$ cat config.mk
export PLATFORM = sky130hd
export DESIGN_NAME = kmd_div
export DESIGN_NICKNAME = d
export VERILOG_FILES = /design/src/sv/kmd_pkg.sv /design/src/sv/kmd_div.sv
export SDC_FILE = /design/constraint.sdc
export NUM_CORES = 1
export LEC_CHECK = 0
export ABC_AREA = 1
export BUFFER_PORTS_ARGS = -buffer_cell sky130_fd_sc_hd__buf_2
export CORE_MARGIN = 4
export CORE_UTILIZATION = 35
export CTS_BUF_LIST = sky130_fd_sc_hd__clkbuf_8
export DETAILED_ROUTE_END_ITERATION = 6
export GPL_ROUTABILITY_DRIVEN = 1
export GPL_TIMING_DRIVEN = 0
export PLACE_DENSITY = 0.57
export SETUP_SLACK_MARGIN = 0.02
export SLEW_MARGIN = 30
export SYNTH_ARGS = -nofsm -noshare
export SYNTH_HDL_FRONTEND = slang
export SYNTH_SLANG_ARGS = --single-unit
$ cat constraint.sdc
create_clock -name clk -period 3.9 [get_ports clk]
set_input_delay 0.78 -clock clk [delete_from_list [all_inputs] [get_ports clk]]
set_output_delay 0.78 -clock clk [all_outputs]
set_load 0.05 [all_outputs]
$ cat src/sv/kmd_pkg.sv
// Shared types and constants for the 2-D Manhattan k-means core.
// Used by kmd_div and kmeans_2d_manhattan_core; depends on nothing.
`default_nettype none
package kmd_pkg;

  localparam int COORD_W = 16;
  typedef logic signed [COORD_W-1:0] coord_t;

  // Configuration register indexes (word address bits).
  localparam logic [1:0] REG_CLUSTER_COUNT = 2'd0;
  localparam logic [1:0] REG_MOVE_THRESH   = 2'd1;
  localparam logic [1:0] REG_ITER_CAP      = 2'd2;

  localparam logic [4:0]  CLUSTER_COUNT_RST = 5'd2;
  localparam logic [31:0] MOVE_THRESH_RST   = 32'd16384;
  localparam logic [7:0]  ITER_CAP_RST      = 8'd64;

endpackage
`default_nettype wire

$ cat src/sv/kmd_div.sv
// Signed-by-unsigned restoring divider, one quotient bit per cycle,
// truncating toward zero. Depends on kmd_pkg.
`default_nettype none
module kmd_div #(
  parameter int NUM_W = 25,
  parameter int DEN_W = 9
) (
  input  wire logic                    clk,
  input  wire logic                    rst_n,
  input  wire logic                    start,
  input  wire logic signed [NUM_W-1:0] dividend,
  input  wire logic [DEN_W-1:0]        divisor,
  output logic                         done,
  output logic signed [NUM_W-1:0]      quotient
);
  import kmd_pkg::*;

  localparam int STEP_W = $clog2(NUM_W + 1);

  logic [NUM_W-1:0]  q_r;
  logic [DEN_W-1:0]  rem_r;
  logic [DEN_W-1:0]  den_r;
  logic              neg_r;
  logic              busy_r;
  logic              done_r;
  logic [STEP_W-1:0] step_r;
  logic [DEN_W:0]    trial;
  logic [NUM_W-1:0]  mag;

  // Magnitude of the dividend; the most negative value maps correctly as unsigned.
  assign mag   = dividend[NUM_W-1] ? NUM_W'(-dividend) : NUM_W'(dividend);
  assign trial = {rem_r, q_r[NUM_W-1]};

  always_ff @(posedge clk) begin
    if (!rst_n) begin
      busy_r <= 1'b0;
      done_r <= 1'b0;
      step_r <= '0;
    end else begin
      done_r <= 1'b0;
      if (start) begin
        q_r    <= mag;
        rem_r  <= '0;
        den_r  <= divisor;
        neg_r  <= dividend[NUM_W-1];
        busy_r <= 1'b1;
        step_r <= STEP_W'(NUM_W);
      end else if (busy_r) begin
        // One restoring step: shift in the next dividend bit and try a subtract.
        if (trial >= {1'b0, den_r}) begin
          rem_r <= DEN_W'(trial - {1'b0, den_r});
          q_r   <= {q_r[NUM_W-2:0], 1'b1};
        end else begin
          rem_r <= trial[DEN_W-1:0];
          q_r   <= {q_r[NUM_W-2:0], 1'b0};
        end
        step_r <= step_r - 1'b1;
        if (step_r == STEP_W'(1)) begin
          busy_r <= 1'b0;
          done_r <= 1'b1;
        end
      end
    end
  end

  assign done     = done_r;
  assign quotient = neg_r ? -$signed(q_r) : $signed(q_r);

endmodule
`default_nettype wire

==> results.toml <==
[finish]
drive_above_1_share = 0.1707
n_fill_cell = 1147
nets = 665
syn_to_final_growth_pct = 15.32
diodes = 0
final_cells = 755

[detailed_routing]
wl_met3_um = 338
drt_pass1_iterations = 4
wl_met1_um = 4718
vias = 3656
wl_per_cell_um = 13.56
routed.top_layer = "met4"
drt-total-wl_um = 10240
vias_per_cell = 4.842
drt_iter0_drc = 220
route.detailed.drc = 0
wl_met2_um = 4970
drtAntennaViolNets = 0

[run_status]
outcome = "complete, no violations"

[synthesis]
netlist_area_um2 = 3960
ys.flop_type = "edfxtp_1"
yosys_warnings = 0
ys_ff_latch = 51
synth_area_leaders = "edfxtp_1 (33%), nand2_1 (14%), inv_1 (7.1%)"
synthArstFlopShare = 0
synth_cell_type_count = 35
synth_common_cells = "nand2_1 (147), inv_1 (75), nor2_1 (66)"
syn-num-nets = 596
synth_edf_count = 44
yosys.cell_count.top_type = "nand2_1"
yosysTopAreaCellShare = 0.3336
synth.avg_cell_area_um2 = 7.266
yosysTopAreaCell = "edfxtp_1"
ys_seq_area_frac = 0.3690
synth_cells = 545

[cts]
post_cts_resized = 0
cts_tree = "yes"
clk_latency_ps = 310
cts.path.max_buffers = 2
hold_buffers = 0
clock-sinks = 51
clkTransAtPathRegs_ps = 100
cts_setup_buffers = 0
cts_made_buffers = 5
cts.root.buffer_cell = "clkbuf_8"
cts-htree-levels = 2

[sta]
rsz0062_at_grt = "false"
maxSlewViolCount = 0
fin_crit_ps = 2938
post-route-period-util = 0.7532
finClkSkew_ps = 12.50
max-slew-margin-rel = 0.5860
finalSetupTns_ps = 0
hold_viol = 0
max_slew.worst_pin.slew_ps = 619.6
setup_viol = 0
clock.fmax_mhz = 340.4

[setup_path]
critPathMaxFanout = 4
path_class = "reg2out"
endpoint_kind = "output port"
cp.required_ps = 3120
cp.arrival_ps = 2160
cp-start-kind = "flop"

[grt]
grt_pass1_vias = 3649
grt_pass1_wl_um = 17040
grt_max_degree = 21
track_usage = 0.1614
antenna_found_initial = 0
grt-ovfl-total = 0

[pwr]
powerDensity_nw_per_um2 = 342.8
ir_drop_mv = 0.1377
p_leak_uw = 0.002170
p_total_uw = 1565

[die]
pin_count = 63
initial_core_util = 0.3621
die_area_um2 = 13080
fp-row-count = 38
die_h_um = 114.4
die_w_um = 114.4
core_um2 = 10940

[placed_design]
dpl.hpwl_um = 8320
io_buffers = 61
dp_cells = 747
routabilityCongestion = 0.9053

[run]
maxCapViolCount = 0

[worst_hold_path]
hp-class = "reg2reg"
-- report_power, final --
group	switching, µW	total [µW]	internal [µW]
Sequential	30.2	677	647
Combinational	392	567	175
Clock	194	321	127
-- per-stage QoR --
step / utilization / cell area, µm² / hold slack (ps) / worst slack [ps]
floorplan: - / 3960 / 444.2 / 627.0
CTS: 0.4176 / 4567 / 495.6 / 942.9
detailed placement: 0.4096 / 4479 / 479.5 / 1310
global placement: 0.4061 / 4441 / 457.6 / -628.8
finish: 0.4176 / 4567 / 496.9 / 962.4
global route: 0.4176 / 4567 / 526.3 / 775.0
-- critical path, stage by stage, from the launching register on --
cell and delay, ps:
edfxtp_1 410, inv_1 140, ha_1 210, nand3_1 150, nor2_2 200, nand2_1 90, o21ai_1 160, xor2_1 200
buf_2 290
-- layer usage --
| metal | vias up | track usage |
|---|---|---|
| met5 | - | 0 |
| met4 | 0 | 0.05463 |
| met3 | 14 | 0.02061 |
| met2 | 72 | 0.2783 |
| met1 | 1674 | 0.2086 |
| li1 | 1896 | - |
-- layout by cell type (no fill, tap or decap), drive strengths merged, types with 4 or more instances in the layout --
| cell type | Yosys | layout |
|---|---|---|
| nor2 | 74 | 74 |
| nand4 | 7 | 7 |
| dfxtp | 7 | 7 |
| ha | 13 | 13 |
| a31oi | 4 | 4 |
| buf | 8 | 70 |
| o21ai | 36 | 36 |
| inv | 75 | 76 |
| clkbuf | 6 | 11 |
| a21oi | 10 | 10 |
| xnor2 | 8 | 8 |
| nand2 | 159 | 159 |
| edfxtp | 44 | 44 |
| nand3 | 52 | 52 |
| nor3 | 4 | 4 |
| nand3b | 5 | 5 |
| xor2 | 25 | 25 |
-- state kept, by name (all words and copies together) (netlist names) --
register and cells:
rem_r 9, den_r 9, neg_r 1, done 1
q_r 25, busy_r 1, step_r 5
-- final timing paths --
| kind | from | endpoint | slack [ps] | cells past startpoint |
|---|---|---|---|---|
| worst max-delay path | q_r[0] | quotient[12] | 960 | 8 |
| worst min-delay path | step_r[4] | step_r[4] | 500 | 2 |
| worst max register to register | q_r[24] | rem_r[3] | 1710 | 13 |
| worst min register to register | step_r[4] | step_r[4] | 500 | 2 |
-- final cells by class --
| class | count | area [µm²] | area share |
|---|---|---|---|
| sequential | 51 | 1461 | 0.3200 |
| inverter | 75 | 281.5 | 0.06164 |
| clock inverter | 3 | 18.77 | 0.004110 |
| multi-input combinational | 405 | 2140 | 0.4685 |
| tap | 140 | 175.2 | 0.03836 |
| timing repair buffer | 62 | 332.8 | 0.07288 |
| buffer | 14 | 88.84 | 0.01945 |
| clock buffer | 5 | 68.82 | 0.01507 |
-- kinds of logic (layout without fill, tap and decap cells) --
group / count (synthesis) / in the layout / synth area share
adder cells (fa/ha/maj): 14 / 14 / 0.04613
XOR/XNOR: 33 / 33 / 0.07299
AO/OA/AOI/OAI: 55 / 55 / 0.07741
AND/OR/NAND/NOR: 303 / 303 / 0.3409
flip-flops: 51 / 51 / 0.3690
buffers and inverters: 89 / 159 / 0.09352
Power figures use the tool's default switching activity.
